<file path="src/hdl/ufa_pkg.sv">
// Shared types and constants for the UTF-8 text filter and appender.
// No dependencies; every other file in this block imports it.
package ufa_pkg;

    // One input beat: tag, raw byte and segment marker.
    typedef struct packed {
        logic       func;
        logic [7:0] data_byte;
        logic       segment_end;
    } item_t;

    // One result beat: appended byte, character count and end-of-run flag.
    typedef struct packed {
        logic [7:0] out_byte;
        logic [7:0] char_count;
        logic       last_of_run;
    } result_t;

    // All results caused by one input beat, as handed from front to back.
    typedef struct packed {
        logic [3:0][7:0] bytes;
        logic [1:0]      last_idx;
        logic [7:0]      shown;
    } group_t;

    // Configuration map.
    localparam int         PADDR_W         = 3;
    localparam logic [2:0] ADDR_MAX_CHARS  = 3'd0;
    localparam logic [7:0] MAX_CHARS_RESET = 8'd32;

endpackage

</file>
<file path="src/hdl/utf8_text_filter_appender.sv">
// UTF-8 text filter and appender, top level. Takes one byte beat per clock
// while full is low; a beat's results (zero to four bytes) appear on the
// result side from the next cycle on, one beat per cycle while pop is high, through a queue
// of QUEUE_DEPTH byte groups. full rises only when that queue holds
// QUEUE_DEPTH groups. With pop held high at most four groups ever wait
// (a four-byte character followed by single-byte characters), so with the
// default depth of five the block sustains one input beat per cycle; the
// back part's one-byte-per-cycle output sets that rate.
// max_chars is written over the APB port at byte address 0.
// Depends on ufa_pkg, ufa_front, ufa_queue and ufa_back.
module utf8_text_filter_appender
    import ufa_pkg::*;
#(
    parameter int COUNT_WIDTH = 8,
    parameter int QUEUE_DEPTH = 5
)
(
    input  logic               clk,
    input  logic               rst_n,
    input  logic               push,
    output logic               full,
    input  item_t              item,
    output logic               empty,
    input  logic               pop,
    output result_t            result,
    input  logic               psel,
    input  logic               penable,
    input  logic               pwrite,
    input  logic [PADDR_W-1:0] paddr,
    input  logic [31:0]        pwdata,
    output logic [31:0]        prdata,
    output logic               pready
);

    logic [7:0] max_chars_reg;
    logic       accept;
    logic       grp_valid;
    group_t     grp, head;
    logic       head_empty, head_pop;
    logic       cfg_write;

    // Configuration register.
    assign pready    = 1'b1;
    assign cfg_write = psel && penable && pwrite && pready && (paddr == ADDR_MAX_CHARS);
    assign prdata    = (paddr == ADDR_MAX_CHARS) ? {24'd0, max_chars_reg} : 32'd0;

    always_ff @(posedge clk or negedge rst_n)
    begin
        if (!rst_n)
            max_chars_reg <= MAX_CHARS_RESET;
        else if (cfg_write)
            max_chars_reg <= pwdata[7:0];
    end

    assign accept = push && !full;

    ufa_front #(
        .COUNT_WIDTH (COUNT_WIDTH)
    ) u_front (
        .clk       (clk),
        .rst_n     (rst_n),
        .accept    (accept),
        .item      (item),
        .max_chars (max_chars_reg),
        .grp_valid (grp_valid),
        .grp       (grp)
    );

    ufa_queue #(
        .DEPTH (QUEUE_DEPTH)
    ) u_queue (
        .clk       (clk),
        .rst_n     (rst_n),
        .push      (accept && grp_valid),
        .push_data (grp),
        .full      (full),
        .pop       (head_pop),
        .head      (head),
        .empty     (head_empty)
    );

    ufa_back u_back (
        .clk        (clk),
        .rst_n      (rst_n),
        .head       (head),
        .head_empty (head_empty),
        .head_pop   (head_pop),
        .result     (result),
        .empty      (empty),
        .pop        (pop)
    );

endmodule

</file>
<file path="src/hdl/ufa_front.sv">
// Front part: classifies each input beat, tracks the pending UTF-8 sequence
// and the character count, and forms the group of bytes to append.
// Depends on ufa_pkg.
module ufa_front
    import ufa_pkg::*;
#(
    parameter int COUNT_WIDTH = 8
)
(
    input  logic       clk,
    input  logic       rst_n,
    input  logic       accept,
    input  item_t      item,
    input  logic [7:0] max_chars,
    output logic       grp_valid,
    output group_t     grp
);

    localparam int CMP_W = (COUNT_WIDTH > 8) ? COUNT_WIDTH : 8;

    localparam logic [7:0] MASK_TOP   = 8'h80;
    localparam logic [7:0] MASK_LEAD2 = 8'hE0;
    localparam logic [7:0] CODE_LEAD2 = 8'hC0;
    localparam logic [7:0] MASK_LEAD3 = 8'hF0;
    localparam logic [7:0] CODE_LEAD3 = 8'hE0;
    localparam logic [7:0] MASK_LEAD4 = 8'hF8;
    localparam logic [7:0] CODE_LEAD4 = 8'hF0;
    localparam logic [7:0] CTRL_LIMIT = 8'h20;
    localparam logic [7:0] CODE_DEL   = 8'h7F;

    logic [7:0]             pend_bytes_reg [3];
    logic [7:0]             pend_bytes_next [3];
    logic [2:0]             pend_len_reg, pend_len_next;
    logic [1:0]             pend_have_reg, pend_have_next;
    logic [COUNT_WIDTH-1:0] count_reg, count_next;

    logic       typed, seg, is_cont, at_limit, handled;
    logic [7:0] b;
    logic [2:0] lead_len;
    logic [2:0] add_main;
    logic [1:0] add_seg;
    logic [2:0] add_total;
    logic [COUNT_WIDTH:0]   sum_mid, sum_fin;
    logic [COUNT_WIDTH-1:0] count_mid, count_fin;
    logic [CMP_W-1:0]       count_mid_ext;
    logic [3:0][7:0]        grp_bytes;
    logic [1:0]             grp_last_idx;
    logic [7:0]             grp_shown;

    // Length of the sequence a lead byte opens, zero when it is not a lead.
    function automatic logic [2:0] lead_class(input logic [7:0] v);
        logic [2:0] len;
        priority if ((v & MASK_TOP) == 8'h00)         len = 3'd1;
        else if ((v & MASK_LEAD2) == CODE_LEAD2)      len = 3'd2;
        else if ((v & MASK_LEAD3) == CODE_LEAD3)      len = 3'd3;
        else if ((v & MASK_LEAD4) == CODE_LEAD4)      len = 3'd4;
        else                                          len = 3'd0;
        return len;
    endfunction

    assign typed    = item.func;
    assign seg      = item.segment_end;
    assign b        = item.data_byte;
    assign is_cont  = (b[7:6] == 2'b10);
    assign at_limit = (CMP_W'(count_reg) >= CMP_W'(max_chars));
    assign handled  = (pend_len_reg != 3'd0) && is_cont;
    assign lead_len = lead_class(b);

    // Sequence tracking and byte selection for one beat.
    always_comb
    begin
        pend_bytes_next = pend_bytes_reg;
        pend_len_next   = pend_len_reg;
        pend_have_next  = pend_have_reg;
        add_main        = 3'd0;
        grp_valid       = 1'b0;
        grp_bytes       = {4{b}};
        grp_last_idx    = 2'd0;

        // A pending sequence is continued, completed or cut.
        if (pend_len_reg != 3'd0)
        begin
            if (is_cont)
            begin
                if (typed && at_limit)
                begin
                    pend_len_next  = 3'd0;
                    pend_have_next = 2'd0;
                end
                else if ({1'b0, pend_have_reg} + 3'd1 >= pend_len_reg)
                begin
                    if (typed)
                    begin
                        grp_valid    = 1'b1;
                        grp_last_idx = pend_have_reg;
                        for (int i = 0; i < 3; i++)
                        begin
                            if (2'(i) < pend_have_reg)
                                grp_bytes[i] = pend_bytes_reg[i];
                        end
                    end
                    add_main       = 3'd1;
                    pend_len_next  = 3'd0;
                    pend_have_next = 2'd0;
                end
                else if (pend_have_reg != 2'd3)
                begin
                    for (int i = 0; i < 3; i++)
                    begin
                        if (2'(i) == pend_have_reg)
                            pend_bytes_next[i] = b;
                    end
                    pend_have_next = pend_have_reg + 2'd1;
                end
                else
                begin
                    pend_len_next  = 3'd0;
                    pend_have_next = 2'd0;
                end
            end
            else
            begin
                if (!typed)
                    add_main = {1'b0, pend_have_reg};
                pend_len_next  = 3'd0;
                pend_have_next = 2'd0;
            end
        end

        // The byte taken as a lead.
        if (!handled && !(typed && at_limit))
        begin
            if (lead_len == 3'd0)
            begin
                if (!typed)
                    add_main = add_main + 3'd1;
            end
            else if (lead_len == 3'd1)
            begin
                if (!typed)
                    add_main = add_main + 3'd1;
                else if (b >= CTRL_LIMIT && b != CODE_DEL)
                begin
                    grp_valid    = 1'b1;
                    grp_last_idx = 2'd0;
                    add_main     = add_main + 3'd1;
                end
            end
            else
            begin
                pend_bytes_next[0] = b;
                pend_have_next     = 2'd1;
                pend_len_next      = lead_len;
            end
        end
    end

    // Count after the beat, and after the segment flush.
    assign add_seg   = (seg && !typed && pend_len_next != 3'd0) ? pend_have_next : 2'd0;
    assign add_total = add_main + {1'b0, add_seg};
    assign sum_mid   = {1'b0, count_reg} + (COUNT_WIDTH + 1)'(add_main);
    assign sum_fin   = {1'b0, count_reg} + (COUNT_WIDTH + 1)'(add_total);
    assign count_mid = sum_mid[COUNT_WIDTH] ? {COUNT_WIDTH{1'b1}} : sum_mid[COUNT_WIDTH-1:0];
    assign count_fin = sum_fin[COUNT_WIDTH] ? {COUNT_WIDTH{1'b1}} : sum_fin[COUNT_WIDTH-1:0];
    assign count_next = (seg && typed) ? '0 : count_fin;

    assign count_mid_ext = CMP_W'(count_mid);
    assign grp_shown = (count_mid_ext > CMP_W'(8'hFF)) ? 8'hFF : count_mid_ext[7:0];

    // Group handed to the queue.
    assign grp = '{bytes: grp_bytes, last_idx: grp_last_idx, shown: grp_shown};

    // Control state.
    always_ff @(posedge clk or negedge rst_n)
    begin
        if (!rst_n)
        begin
            pend_len_reg  <= 3'd0;
            pend_have_reg <= 2'd0;
            count_reg     <= '0;
        end
        else if (accept)
        begin
            pend_len_reg  <= seg ? 3'd0 : pend_len_next;
            pend_have_reg <= seg ? 2'd0 : pend_have_next;
            count_reg     <= count_next;
        end
    end

    // Pending bytes hold only payload.
    always_ff @(posedge clk)
    begin
        if (accept)
            pend_bytes_reg <= pend_bytes_next;
    end

endmodule

</file>
<file path="src/hdl/ufa_queue.sv">
// Short queue of byte groups between the front and back parts.
// Depends on ufa_pkg.
module ufa_queue
    import ufa_pkg::*;
#(
    parameter int DEPTH = 4
)
(
    input  logic   clk,
    input  logic   rst_n,
    input  logic   push,
    input  group_t push_data,
    output logic   full,
    input  logic   pop,
    output group_t head,
    output logic   empty
);

    localparam int PTR_W = (DEPTH > 1) ? $clog2(DEPTH) : 1;
    localparam int CNT_W = $clog2(DEPTH + 1);

    group_t             mem [DEPTH];
    logic [PTR_W-1:0]   wr_ptr_reg, wr_ptr_next;
    logic [PTR_W-1:0]   rd_ptr_reg, rd_ptr_next;
    logic [CNT_W-1:0]   fill_reg, fill_next;
    logic               do_push, do_pop;

    assign full    = (fill_reg == CNT_W'(DEPTH));
    assign empty   = (fill_reg == '0);
    assign do_push = push && !full;
    assign do_pop  = pop && !empty;
    assign head    = mem[rd_ptr_reg];

    // Pointer and fill bookkeeping.
    always_comb
    begin
        wr_ptr_next = wr_ptr_reg;
        rd_ptr_next = rd_ptr_reg;
        fill_next   = fill_reg;
        if (do_push)
            wr_ptr_next = (wr_ptr_reg == PTR_W'(DEPTH - 1)) ? '0 : wr_ptr_reg + 1'b1;
        if (do_pop)
            rd_ptr_next = (rd_ptr_reg == PTR_W'(DEPTH - 1)) ? '0 : rd_ptr_reg + 1'b1;
        if (do_push && !do_pop)
            fill_next = fill_reg + 1'b1;
        else if (do_pop && !do_push)
            fill_next = fill_reg - 1'b1;
    end

    always_ff @(posedge clk or negedge rst_n)
    begin
        if (!rst_n)
        begin
            wr_ptr_reg <= '0;
            rd_ptr_reg <= '0;
            fill_reg   <= '0;
        end
        else
        begin
            wr_ptr_reg <= wr_ptr_next;
            rd_ptr_reg <= rd_ptr_next;
            fill_reg   <= fill_next;
        end
    end

    // Storage.
    always_ff @(posedge clk)
    begin
        if (do_push)
            mem[wr_ptr_reg] <= push_data;
    end

endmodule

</file>
<file path="src/hdl/ufa_back.sv">
// Back part: walks through the head group of the queue and delivers one
// result beat per byte. Depends on ufa_pkg.
module ufa_back
    import ufa_pkg::*;
(
    input  logic    clk,
    input  logic    rst_n,
    input  group_t  head,
    input  logic    head_empty,
    output logic    head_pop,
    output result_t result,
    output logic    empty,
    input  logic    pop
);

    logic [1:0] idx_reg, idx_next;
    logic       last;

    assign last    = (idx_reg == head.last_idx);
    assign empty   = head_empty;

    assign result.out_byte    = head.bytes[idx_reg];
    assign result.char_count  = head.shown;
    assign result.last_of_run = last;

    // Release the group after its last byte goes out.
    assign head_pop = pop && !head_empty && last;

    always_comb
    begin
        idx_next = idx_reg;
        if (pop && !head_empty)
            idx_next = last ? 2'd0 : idx_reg + 2'd1;
    end

    always_ff @(posedge clk or negedge rst_n)
    begin
        if (!rst_n)
            idx_reg <= 2'd0;
        else
            idx_reg <= idx_next;
    end

endmodule

</file>
<file path="config.mk">
export PLATFORM = sky130hd
export DESIGN_NAME = utf8_text_filter_appender
export DESIGN_NICKNAME = d
export VERILOG_FILES = /design/src/hdl/ufa_pkg.sv /design/src/hdl/utf8_text_filter_appender.sv /design/src/hdl/ufa_front.sv /design/src/hdl/ufa_queue.sv /design/src/hdl/ufa_back.sv
export SDC_FILE = /design/constraint.sdc
export NUM_CORES = 1
export LEC_CHECK = 0
export BUFFER_PORTS_ARGS = -buffer_cell sky130_fd_sc_hd__buf_4
export CAP_MARGIN = 20
export CORE_MARGIN = 4
export CORE_UTILIZATION = 60
export CTS_CLUSTER_SIZE = 16
export DETAILED_ROUTE_END_ITERATION = 7
export GPL_TIMING_DRIVEN = 0
export MAX_ROUTING_LAYER = met4
export PLACE_DENSITY = 0.8
export SYNTH_ARGS = -nofsm -noshare
export SYNTH_HDL_FRONTEND = slang
export SYNTH_SLANG_ARGS = --single-unit
</file>
<file path="constraint.sdc">
create_clock -name clk -period 9.7 [get_ports clk]
set_clock_uncertainty 0.2 [all_clocks]
set_input_delay 1.94 -clock clk [delete_from_list [all_inputs] [get_ports clk]]
set_output_delay 1.94 -clock clk [all_outputs]
set_load 0.01 [all_outputs]
</file>
Word-level counts from Yosys, hierarchy flattened. Memories as Yosys holds them, arrays and structs flattened. Cells that the tools add are included.

Register bits after elaboration: 56. RAM bits: 210. Bits of input ports: 52. Output and inout port bits: 52. Logic and storage cells: 168. Memories: 1.

Add/subtract/negate cells: 11. $lt $le $gt $ge: 8. Eq/ne operators: 13. Multiplexer cells: 87. Bitwise logic cells: 2. Reduce and logical (&&, ||, !) cells: 35.

Memory list: u_queue.mem (words 5, bits a word 42, read ports 1, clocked after Yosys merged registers in 0, wr ports 1, RTL line ufa_queue.sv:22) `group_t mem [DEPTH];`.

Operators with widths (number): $mux W24 (10); $mux W8 (15); $mux W3 (26); $mux W2 (22); $add A8 B3 Y9 (2); $logic_and A1 B1 Y1 (18); $bmux W8 S2 (1); $reduce_and A7 Y1 (2); $mux W1 (13); $add A3 B1 Y3 const B (4); $eq A3 B3 Y1 const B (4); $logic_not A3 Y1 (3); $ge A8 B6 Y1 const B (1); $ge A8 B8 Y1 (1); $gt A8 B8 Y1 const B (1); $logic_not A8 Y1 (1); $ne A8 B7 Y1 const B (1); $logic_not A1 Y1 (7); $reduce_bool A3 Y1 (2); $eq A5 B5 Y1 const B (1); $add A2 B1 Y2 const B (2); $eq A4 B4 Y1 const B (1); $lt A1 B2 Y1 const A (2); $add A2 B1 Y3 const B (1); 14 further kinds (15).

Depth between registers and ports, before layout. Gate-level depths: netlist of the first run.

Depth after elaboration: 17. Depth in mapped cells: 19.

Hierarchy. From an unflattened synthesis of the first run, not the netlist that was laid out.

Cell total of the unflattened synthesis: 892. Area, all modules: 12977.4 um^2.

By module, submodules not included: ufa_queue (instances 1, cells each 502, area each 9002.4 um^2); ufa_front (instances 1, cells each 299, area each 2919.0 um^2); utf8_text_filter_appender (instances 1, cells each 56, area each 636.9 um^2); ufa_back (instances 1, cells each 35, area each 419.2 um^2).

Worst setup path before layout of the first run. OpenSTA, ideal clock, no wires.

Kind: in2reg. From: in item[6] in the netlist's numbering. To: mem u_queue.mem[2][0] in the netlist's numbering (enable). Arrival: 6053 ps. Setup slack: 2953 ps. Cell stages on the path: 7. Cells stage by stage: clkbuf_1 > nor3b_1 > nor2_1 > o21ai_0 > a211oi_1 > nand2b_1 > nor3_1.

Longest elaborated chain between the ends: 13. Elaborated cells between the ends (all ways): 21. Those cells by class: 1 x order compare; 5 x eq/ne; 11 x mux; 4 x reduce/logical.

Ends and longest elaborated chain: from (decl) (RTL line utf8_text_filter_appender.sv:22) `input item_t item,`; $eq A5 B5 Y1 (RTL line ufa_front.sv:56) `else if ((v & MASK_LEAD4) == CODE_LEAD4) len = 3'd4;`; $mux W3 (RTL line ufa_front.sv:56); $mux W3 (RTL line ufa_front.sv:55) `else if ((v & MASK_LEAD3) == CODE_LEAD3) len = 3'd3;`; $mux W3 (RTL line ufa_front.sv:54) `else if ((v & MASK_LEAD2) == CODE_LEAD2) len = 3'd2;`; $mux W3 (RTL line ufa_front.sv:53) `priority if ((v & MASK_TOP) == 8'h00) len = 3'd1;`; $eq A3 B1 Y1 (RTL line ufa_front.sv:138) `else if (lead_len == 3'd1)`; $mux W1 (RTL line ufa_front.sv:138); $mux W1 (*) (RTL line ufa_front.sv:133) `if (lead_len == 3'd0)`; $mux W1 (*) (RTL line ufa_front.sv:131) `if (!handled && !(typed && at_limit))`; $logic_and A1 B1 Y1 (*) (RTL line utf8_text_filter_appender.sv:74) `.push (accept && grp_valid),`; $logic_and A1 B1 Y1 (*) (RTL line ufa_queue.sv:30) `assign do_push = push && !full;`; via u_queue.do_push (RTL line ufa_queue.sv:26) `logic do_push, do_pop;`; $mux W1 (*) (RTL line ufa_queue.sv:69) `if (do_push)`; $mux W1 (not written as such) (*) (RTL line ufa_queue.sv:70) `mem[wr_ptr_reg] <= push_data;`; to (decl) (RTL line ufa_queue.sv:22).

Mark *: on every way through the listed nets, which the timed path passes. The rest lies on a longest branch.

Worst setup path after layout of the first run.
From: in item[6] in the netlist's numbering. To: reg u_front.count_reg[7].

Longest elaborated chain between the ends: 16. Elaborated cells between the ends (all ways): 30. Those cells by class: 2 x add/sub; 1 x order compare; 5 x eq/ne; 18 x mux; 4 x reduce/logical.

Ends and longest elaborated chain: $eq A5 B5 Y1 (RTL line ufa_front.sv:56); $mux W3 (RTL line ufa_front.sv:56); $mux W3 (RTL line ufa_front.sv:55); $mux W3 (RTL line ufa_front.sv:54); $mux W3 (RTL line ufa_front.sv:53); $eq A3 B1 Y1 (RTL line ufa_front.sv:138); $mux W3 (RTL line ufa_front.sv:138); $mux W3 (RTL line ufa_front.sv:133); $mux W3 (RTL line ufa_front.sv:131); $reduce_bool A3 Y1 (RTL line ufa_front.sv:159) `assign add_seg = (seg && !typed && pend_len_next != 3'd0) ? pend_have_next : 2'd0;`; $logic_and A1 B1 Y1 (RTL line ufa_front.sv:159); $mux W2 (RTL line ufa_front.sv:159); $add A3 B2 Y3 (*) (RTL line ufa_front.sv:160) `assign add_total = add_main + {1'b0, add_seg};`; $add A8 B3 Y9 (*) (RTL line ufa_front.sv:162) `assign sum_fin = {1'b0, count_reg} + (COUNT_WIDTH + 1)'(add_total);`; $mux W8 (*) (RTL line ufa_front.sv:164) `assign count_fin = sum_fin[COUNT_WIDTH] ? {COUNT_WIDTH{1'b1}} : sum_fin[COUNT_WIDTH-1:0];`; $mux W8 (*) (RTL line ufa_front.sv:165) `assign count_next = (seg && typed) ? '0 : count_fin;`; to (signal assigned) (RTL line ufa_front.sv:186) `count_reg <= count_next;`; to (decl) (RTL line ufa_front.sv:35) `logic [COUNT_WIDTH-1:0] count_reg, count_next;`.

Every way passes the cells marked *; elsewhere a longest branch is shown, timed or not. A chain may end at the register's enable or synchronous reset.

==> impl_metrics.json, run 1 <==
{
  "diodes": 0,
  "grt-ovfl-total": 0,
  "grt_pass1_wl_mm": 42.2,
  "coreArea_um2": 19500,
  "portBuffers": 53,
  "power_leakage_nw": 5.15,
  "dr.pass1.iters": 5,
  "vias": 7047,
  "vdd.ir_drop.worst_mv": 0.142,
  "worstSetupPathType": "primary input to flop",
  "setup_violations": 0,
  "yosysTopAreaCell": "edfxtp_1",
  "hold_violations": 0,
  "drtAntennaViolNets": 0,
  "yosys_warnings": 0,
  "cts_hold_buf": 0,
  "dp_worst_setup_slack_ps": 3560,
  "wire_per_inst_um": 23.9,
  "wirelength_mm": 27.1,
  "avgSynthCellArea_um2": 16.5,
  "avgViaCountPerCell": 6.20,
  "placementRows": 51,
  "setup-tns-final_ps": 0,
  "ys.flop_type": "edfxtp_1",
  "cts_tree": "built",
  "hpwl_mm": 17.7,
  "power_mw": 3.62,
  "synthTopCellsByArea": "edfxtp_1 (59%), mux4_2 (11%), dfrtp_1 (6.5%)",
  "fp.dieW_um": 149,
  "slew_headroom": 0.290,
  "area_growth_pct": 17.0,
  "fillers": 1186,
  "ys_ff_latch": 266,
  "dp_cells": 1085,
  "antenna_found_initial": 0,
  "synth_edf_count": 234,
  "hp-class": "flop to flop",
  "critPathCaptureType": "flop",
  "synth_area_um2": 12000,
  "drc": 0,
  "cts_max_level": 1,
  "yosysMostFrequentCell": "edfxtp_1",
  "ys_seq_area_frac": 0.655,
  "cts_inserted_buffers": 26,
  "postLayoutCellArea_um2": 14000,
  "drive_gt1_frac": 0.311,
  "finalMaxSlewViolations": 0,
  "largest_register_ff_count": 210,
  "crit_required_ps": 9920,
  "synthTopCellsByCount": "edfxtp_1 (234), mux4_2 (56), nand2_1 (41)",
  "finalWeightedCongestion": 0.937,
  "first_iter_violations": 702,
  "start_util": 0.612,
  "grt_max_degree": 33,
  "fin_ws_ps": 3920,
  "syn_inst": 724,
  "tightest_slew_ps": 1060,
  "startpoint_type": "primary input",
  "layout_min_cycle_time_ps": 5780,
  "clk_latency_ps": 540,
  "period_share": 0.596,
  "grtUsageTotal": 0.258,
  "rsz0062_at_grt": "no",
  "max_freq_mhz": 173,
  "drv_cap": 0,
  "path_max_fanout": 9,
  "hold_ws_ps": 319,
  "dpl-instance-area_um2": 13000,
  "fin_util": 0.716,
  "status": "finished clean",
  "postCtsSetupBuffers": 0,
  "dieArea_um2": 22300,
  "ys_types": 64,
  "synth_top_area_frac": 0.588,
  "io_pins": 104,
  "powerDensity_nw_per_um2": 259,
  "cts_resized": 0,
  "die_height_um": 149,
  "grt_pass1_vias": 7386,
  "cts_sinks": 266,
  "synthArstFlopShare": 0.120,
  "cts_buffer_depth": 3,
  "nNetsFinal": 936,
  "clk_pin_slew_worst_paths_ps": 70,
  "fin_cells": 1136,
  "arrival_ps": 6000,
  "cts-root-buf": "clkbuf_16"
}
==> worst max-delay path, cell delays in order <==
cell	delay [ps]
buf_4	120
clkbuf_1	300
nand3_1	220
o21ai_0	500
o22ai_1	220
and2_1	240
xor2_1	170
ha_1	240
fa_1	400
xor2_1	180
ha_1	320
nor2b_1	140
o21ai_0	390
or2_1	260
o21ai_0	120
a22o_1	230
==> routing by layer <==
metal | GRT usage | vias up | part of all wire
li1 | - | 3015 | -
met1 | 0.335 | 3555 | 0.38
met2 | 0.423 | 399 | 0.51
met3 | 0.0398 | 78 | 0.083
met4 | 0.0883 | 0 | 0.031
met5 | - | - | 0
==> area by class of cell <==
class	instances	area, um2	share of cell area
tap	265	332	0.0237
clock buffer	30	686	0.0490
inverter	30	113	0.00805
clock inverter	18	231	0.0166
timing repair buffer	76	666	0.0476
sequential	266	7830	0.560
multi-input combinational	398	3800	0.272
buffer	53	330	0.0236
==> final timing paths <==
| kind | slack (ps) | start | end | cells past startpoint |
|---|---|---|---|---|
| worst max-delay path | 3920 | item[6] | u_front.count_reg[7]$_DFFE_PN0P_ | 16 |
| worst min-delay path | 320 | u_queue.fill_reg[2]$_DFFE_PN0P_ | u_queue.fill_reg[2]$_DFFE_PN0P_ | 1 |
| worst max register to register | 4410 | u_front.pend_have_reg[0]$_DFFE_PN0P_ | u_front.count_reg[7]$_DFFE_PN0P_ | 17 |
| worst min register to register | 320 | u_queue.fill_reg[2]$_DFFE_PN0P_ | u_queue.fill_reg[2]$_DFFE_PN0P_ | 1 |
| max in group asynchronous | 7800 | rst_n | max_chars_reg[5]$_DFFE_PN1P_ | 1 |
| min in group asynchronous | 1140 | rst_n | u_front.pend_have_reg[0]$_DFFE_PN0P_ | 1 |
==> cells in the final DEF, fill, tap and decap left out, drive strengths merged, types with 6 or more instances in the layout <==
master / Yosys / routed
conb: 2 / 25
mux2: 46 / 46
inv: 29 / 30
a21oi: 16 / 16
dfrtp: 31 / 31
mux4: 56 / 56
nor3: 11 / 11
buf: 36 / 111
xor2: 10 / 10
o31ai: 6 / 6
nand3: 9 / 9
o21ai: 29 / 29
clkinv: 1 / 11
edfxtp: 234 / 234
nor2: 22 / 22
nand2b: 11 / 11
clkbuf: 17 / 48
and2: 12 / 12
ha: 29 / 29
nand2: 41 / 41
a21o: 6 / 6
==> kinds of logic after synthesis <==
group           after synthesis  share of synthesized area
compound gates               86                     0.0483
xor+xnor                     15                     0.0110
fa+ha+maj                    33                     0.0370
buf+inv                      83                     0.0370
flops                       266                      0.655
mux                         106                      0.154
other cells                   2                   0.000628
simple gates                133                     0.0572
==> where the power goes <==
part / leakage [nW] / total (mW) / internal (mW) / switching [mW]
Combinational: 2.19 / 1.12 / 0.546 / 0.569
Clock: 0.441 / 1.07 / 0.642 / 0.430
Sequential: 2.52 / 1.43 / 1.37 / 0.0641
Total: 5.15 / 3.62 / 2.56 / 1.06
(Power assumes the default switching activity.)
==> inputs of run 2 (changes only) <==
--- a/config.mk
+++ b/config.mk
@@ -8,12 +8,12 @@
 export BUFFER_PORTS_ARGS = -buffer_cell sky130_fd_sc_hd__buf_4
 export CAP_MARGIN = 20
 export CORE_MARGIN = 4
-export CORE_UTILIZATION = 60
+export CORE_UTILIZATION = 54
 export CTS_CLUSTER_SIZE = 16
 export DETAILED_ROUTE_END_ITERATION = 7
 export GPL_TIMING_DRIVEN = 0
 export MAX_ROUTING_LAYER = met4
-export PLACE_DENSITY = 0.8
+export PLACE_DENSITY = 0.76
 export SYNTH_ARGS = -nofsm -noshare
 export SYNTH_HDL_FRONTEND = slang
 export SYNTH_SLANG_ARGS = --single-unit
==> constraint.sdc (replaced) <==
create_clock -name clk -period 4.8 [get_ports clk]
set_clock_uncertainty 0.2 [all_clocks]
set_input_delay 0.96 -clock clk [delete_from_list [all_inputs] [get_ports clk]]
set_output_delay 0.96 -clock clk [all_outputs]
set_load 0.01 [all_outputs]
==> impl_metrics.json, run 2 (synthesis results as in run 1) <==
{
  "dieArea_um2": 24600,
  "clk_pin_slew_worst_paths_ps": 60,
  "antenna_found_initial": 0,
  "worstSetupPathType": "flop to flop",
  "dp_cells": 1099,
  "wire_per_inst_um": 22.3,
  "p_int_mw": 5.06,
  "grt_max_degree": 33,
  "postLayoutCellArea_um2": 14000,
  "layout_commonest_cell": "edfxtp_1",
  "cts_buffer_depth": 3,
  "dr.pass1.iters": 5,
  "power_mw": 7.12,
  "final_cell_mix": "edfxtp_1 (234), buf_4 (88), mux4_2 (56)",
  "fin_util": 0.641,
  "io_pins": 104,
  "nNetsFinal": 940,
  "cts_sinks": 266,
  "wirelength_mm": 25.7,
  "grt-ovfl-total": 0,
  "drv_cap": 0,
  "vdd.ir_drop.worst_mv": 0.279,
  "use_met2": 0.378,
  "grtUsageTotal": 0.219,
  "p_switching_mw": 2.06,
  "hold_ws_ps": 189,
  "clk_latency_ps": 520,
  "top_usage_layer": "met2",
  "drc": 0,
  "layout_min_cycle_time_ps": 4640,
  "arrival_ps": 4850,
  "cts_hold_buf": 0,
  "tightest_slew_ps": 1090,
  "start_util": 0.548,
  "dpl-instance-area_um2": 13100,
  "vias": 6779,
  "placementRows": 54,
  "finalMaxSlewViolations": 0,
  "diodes": 0,
  "fin_ws_ps": 164,
  "startpoint_type": "flop",
  "drive_gt1_frac": 0.321,
  "die_height_um": 157,
  "swShare": 0.289,
  "status": "finished clean",
  "path_max_fanout": 6,
  "finalWeightedCongestion": 0.929,
  "hp-class": "primary input to async pin",
  "portBuffers": 53,
  "setup-tns-final_ps": 0,
  "cts_inserted_buffers": 26,
  "p_comb_frac": 0.317,
  "met3_usage": 0.0263,
  "grt_pass1_wl_mm": 39.8,
  "powerDensity_nw_per_um2": 509,
  "max_freq_mhz": 216,
  "dp_worst_setup_slack_ps": -380,
  "fp.dieW_um": 157,
  "largest_register_ff_count": 210,
  "power_leakage_nw": 5.15,
  "hpwl_mm": 17.0,
  "grt_pass1_vias": 7025,
  "power.share.clock": 0.278,
  "slew_headroom": 0.267,
  "fin_cells": 1150,
  "period_share": 0.966,
  "hold_violations": 0,
  "first_iter_violations": 511,
  "drtAntennaViolNets": 0,
  "area_growth_pct": 17.0,
  "cts-root-buf": "clkbuf_16",
  "setup_violations": 0,
  "crit_required_ps": 5010,
  "cts_tree": "built",
  "pwr-share-seq": 0.406,
  "coreArea_um2": 21800,
  "gr-usage-met1": 0.280,
  "critPathCaptureType": "flop",
  "avgViaCountPerCell": 5.89,
  "cts_max_level": 1
}
## run 2: critical path, stage by stage (launching register included)
cell and delay (ps):
dfrtp_2 460, inv_2 140, ha_1 270, ha_1 210, a21oi_1 250, o21ai_4 120, buf_4 160, nor2_1 160
a21oi_1 120, and2_1 160, a221oi_1 360, ha_1 220, fa_1 430, ha_1 280, a21o_1 180, a21oi_1 280
nor2_1 100, nand3_1 110, o21ai_0 80, a22o_1 230
## run 2: area by class of cell
class	count	area [um2]
clock inverters	15	145
clock buffers	28	679
flip-flops and latches	266	7830
fillers	1488	7840
plain buffers	53	330
repair buffers	80	699
multi-input cells	398	3840
inverters	30	113
well taps	280	350
## run 2: power by group through the flow
stage | Clock (mW) | Combinational (mW) | Sequential [mW]
after detailed placement | 0 | 2.22 | 2.93
final | 1.98 | 2.25 | 2.89
after global placement | 0 | 2.10 | 2.92
after global routing | 2.12 | 2.44 | 2.90
after CTS | 2.00 | 2.25 | 2.88
after floorplan | 0 | 1.49 | 2.90
## run 2: final timing paths
kind	slack [ps]	to	start	depth (start not counted)
hold reg to reg	320	u_queue.fill_reg[2]$_DFFE_PN0P_	u_queue.fill_reg[2]$_DFFE_PN0P_	1
hold / removal	190	max_chars_reg[6]$_DFFE_PN0P_	rst_n	1
max in group asynchronous	3850	u_front.pend_have_reg[1]$_DFFE_PN0P_	rst_n	1
setup / recovery	160	u_front.count_reg[7]$_DFFE_PN0P_	u_front.pend_have_reg[1]$_DFFE_PN0P_	19
min in group clk	320	u_queue.fill_reg[2]$_DFFE_PN0P_	u_queue.fill_reg[2]$_DFFE_PN0P_	1
setup reg to reg	160	u_front.count_reg[7]$_DFFE_PN0P_	u_front.pend_have_reg[1]$_DFFE_PN0P_	19
## run 2: per-layer routing
layer  vias up  wire, um
li1       3016         -
met1      3379      9880
met2       328     13400
met3        56      1870
met4         0       558
met5         -         0
## run 2: what timing repair did
| action | in CTS | in global routing |
|---|---|---|
| hold endpoints to repair | 0 | 0 |
| pin swaps | 0 | 3 |
| setup buffers | 0 | 8 |
| gates resized for setup | 5 | 7 |
| endpoints found under the setup margin | 8 | 13 |
| gates cloned | 0 | 0 |
==> inputs of run 3 (changes only) <==
--- a/config.mk
+++ b/config.mk
@@ -7,6 +7,7 @@
 export LEC_CHECK = 0
 export BUFFER_PORTS_ARGS = -buffer_cell sky130_fd_sc_hd__buf_4
 export CAP_MARGIN = 20
+export CORE_ASPECT_RATIO = 0.6
 export CORE_MARGIN = 4
 export CORE_UTILIZATION = 54
 export CTS_CLUSTER_SIZE = 16
==> impl_metrics.json, run 3 (synthesis results as in run 1) <==
{
  "cts_tree": "built",
  "vdd.ir_drop.worst_mv": 0.262,
  "antenna_found_initial": 0,
  "powerDensity_nw_per_um2": 512,
  "ff2ff_path_depth": 17,
  "cts_max_level": 1,
  "drc": 0,
  "vias": 6926,
  "coreArea_um2": 21400,
  "hold_violations": 0,
  "fillers": 1428,
  "hold_ws_ps": 177,
  "critPathCaptureType": "flop",
  "grt_pass1_wl_mm": 41.4,
  "die_height_um": 123,
  "dp_cells": 1100,
  "power.share.clock": 0.273,
  "final_cell_mix": "edfxtp_1 (234), buf_4 (91), mux4_2 (56)",
  "cts_hold_buf": 0,
  "grt-ovfl-total": 0,
  "crit_required_ps": 5020,
  "first_iter_violations": 753,
  "io_pins": 104,
  "cts_buffer_depth": 3,
  "dr.pass1.iters": 5,
  "finalWeightedCongestion": 0.922,
  "multi_input_area_um2": 3870,
  "path_max_fanout": 6,
  "r2r_setup_slack_ps": 20,
  "dieArea_um2": 24700,
  "placementRows": 41,
  "crit_chain": "inv_4 -> ha_1 -> ha_1 -> nand2_1 -> o21ai_4 -> o21ai_0 -> o32ai_2 -> ha_1 -> a22o_2 -> fa_1 -> xor2_1 -> ha_1 -> nor2b_2 -> o21ai_2 -> or2_4 -> o21ai_0 -> a22o_1",
  "status": "finished clean",
  "avgViaCountPerCell": 5.99,
  "p_int_mw": 5.02,
  "finalMaxSlewViolations": 0,
  "reg2reg_to": "u_front.count_reg[7]$_DFFE_PN0P_",
  "clk_pin_slew_worst_paths_ps": 70,
  "grt_pass1_vias": 6720,
  "wire_per_inst_um": 23.8,
  "hpwl_mm": 18.6,
  "critPathMostFrequentCell": "ha_1",
  "startpoint_type": "flop",
  "nNetsFinal": 945,
  "wirelength_mm": 27.5,
  "arrival_ps": 4990,
  "period_share": 0.995,
  "p_comb_frac": 0.326,
  "p_switching_mw": 2.18,
  "pwr-share-seq": 0.401,
  "hp-class": "primary input to async pin",
  "cts-root-buf": "clkbuf_16",
  "slowest_delay_ps": 470,
  "cts_sinks": 266,
  "slew_headroom": 0.265,
  "reg2reg_from": "u_front.pend_have_reg[1]$_DFFE_PN0P_",
  "portBuffers": 53,
  "drive_gt1_frac": 0.337,
  "start_util": 0.559,
  "setup_violations": 0,
  "fp.dieW_um": 200,
  "cts_inserted_buffers": 24,
  "max_freq_mhz": 209,
  "fin_cells": 1157,
  "drv_cap": 0,
  "power_leakage_nw": 5.19,
  "swShare": 0.302,
  "power_mw": 7.20,
  "layout_min_cycle_time_ps": 4780,
  "clk_latency_ps": 530,
  "seq_area_um2": 7830,
  "diodes": 0,
  "worstSetupPathType": "flop to flop",
  "largest_register_ff_count": 210,
  "drtAntennaViolNets": 0,
  "tightest_slew_ps": 1100,
  "area_growth_pct": 17.6,
  "grtUsageTotal": 0.230,
  "crit_slowest_cell": "dfrtp_2",
  "grt_max_degree": 33,
  "layout_commonest_cell": "edfxtp_1"
}
run 3: power groups by stage:
stage                     Combinational (mW)  Sequential (mW)  Clock, mW
after detailed placement                2.29             2.93          0
after CTS                               2.31             2.88       2.00
final                                   2.34             2.89       1.97
after global placement                  2.14             2.93          0
after floorplan                         1.49             2.90          0
after global routing                    2.52             2.90       2.11
run 3: layer usage:
layer / routed length [um] / vias to the layer above / GRT usage
met3: 2660 / 36 / 0.0543
li1: - / 3033 / -
met1: 11900 / 3528 / 0.331
met4: 438 / 0 / 0.0434
met5: 0 / - / -
met2: 12600 / 329 / 0.347
run 3: worst max-delay path, delay by kind of cell, from the launching register on:
kind                       cells  cell delay (ps)
AOI/OAI and AO/OA              7             1590
and+or+nand+nor                3              480
DFF                            1              470
buffers and inverters          1               70
adders and majority gates      5             1670
xor gates and xnor gates       1              170
run 3: how the worst max path moves through the flow:
stage                                               startpoint                                to  cells past startpoint
after floorplan           u_front.pend_have_reg[1]$_DFFE_PN0P_       u_queue.mem[2][0]$_DFFE_PP_                      9
after global placement                                 item[6]      u_queue.mem[1][37]$_DFFE_PP_                      8
after detailed placement                               item[6]  u_front.count_reg[7]$_DFFE_PN0P_                     16
after CTS                 u_front.pend_have_reg[1]$_DFFE_PN0P_  u_front.count_reg[0]$_DFFE_PN0P_                     17
after global routing      u_front.pend_have_reg[1]$_DFFE_PN0P_  u_front.count_reg[5]$_DFFE_PN0P_                     17
final                     u_front.pend_have_reg[1]$_DFFE_PN0P_  u_front.count_reg[7]$_DFFE_PN0P_                     17
run 3: area by class of cell:
class                           instances  share of cell area
Multi-Input combinational cell        398               0.275
Inverter                               30             0.00819
Clock inverter                         17              0.0126
Clock buffer                           27              0.0450
Sequential cell                       266               0.557
Buffer                                 53              0.0235
Tap cell                              279              0.0248
Timing Repair Buffer                   87              0.0538
run 3: metrics by stage:
stage | util | setup slack [ps] | instance area, um2 | setup TNS [ps]
after CTS | 0.650 | 13.6 | 13900 | 0
after floorplan | - | -1090 | 12000 | -183620
after global routing | 0.657 | -88.8 | 14100 | -358
final | 0.657 | 23.2 | 14100 | 0
after detailed placement | 0.611 | -551 | 13100 | -22400
after global placement | 0.598 | -4360 | 12800 | -740720
run 3: what timing repair did:
| item | in CTS | in global routing |
|---|---|---|
| gates resized for setup | 8 | 14 |
| setup buffers | 0 | 12 |
| setup endpoints to repair | 115 | 65 |
| endpoints found under the hold margin | 0 | 0 |
| pin swaps | 0 | 6 |
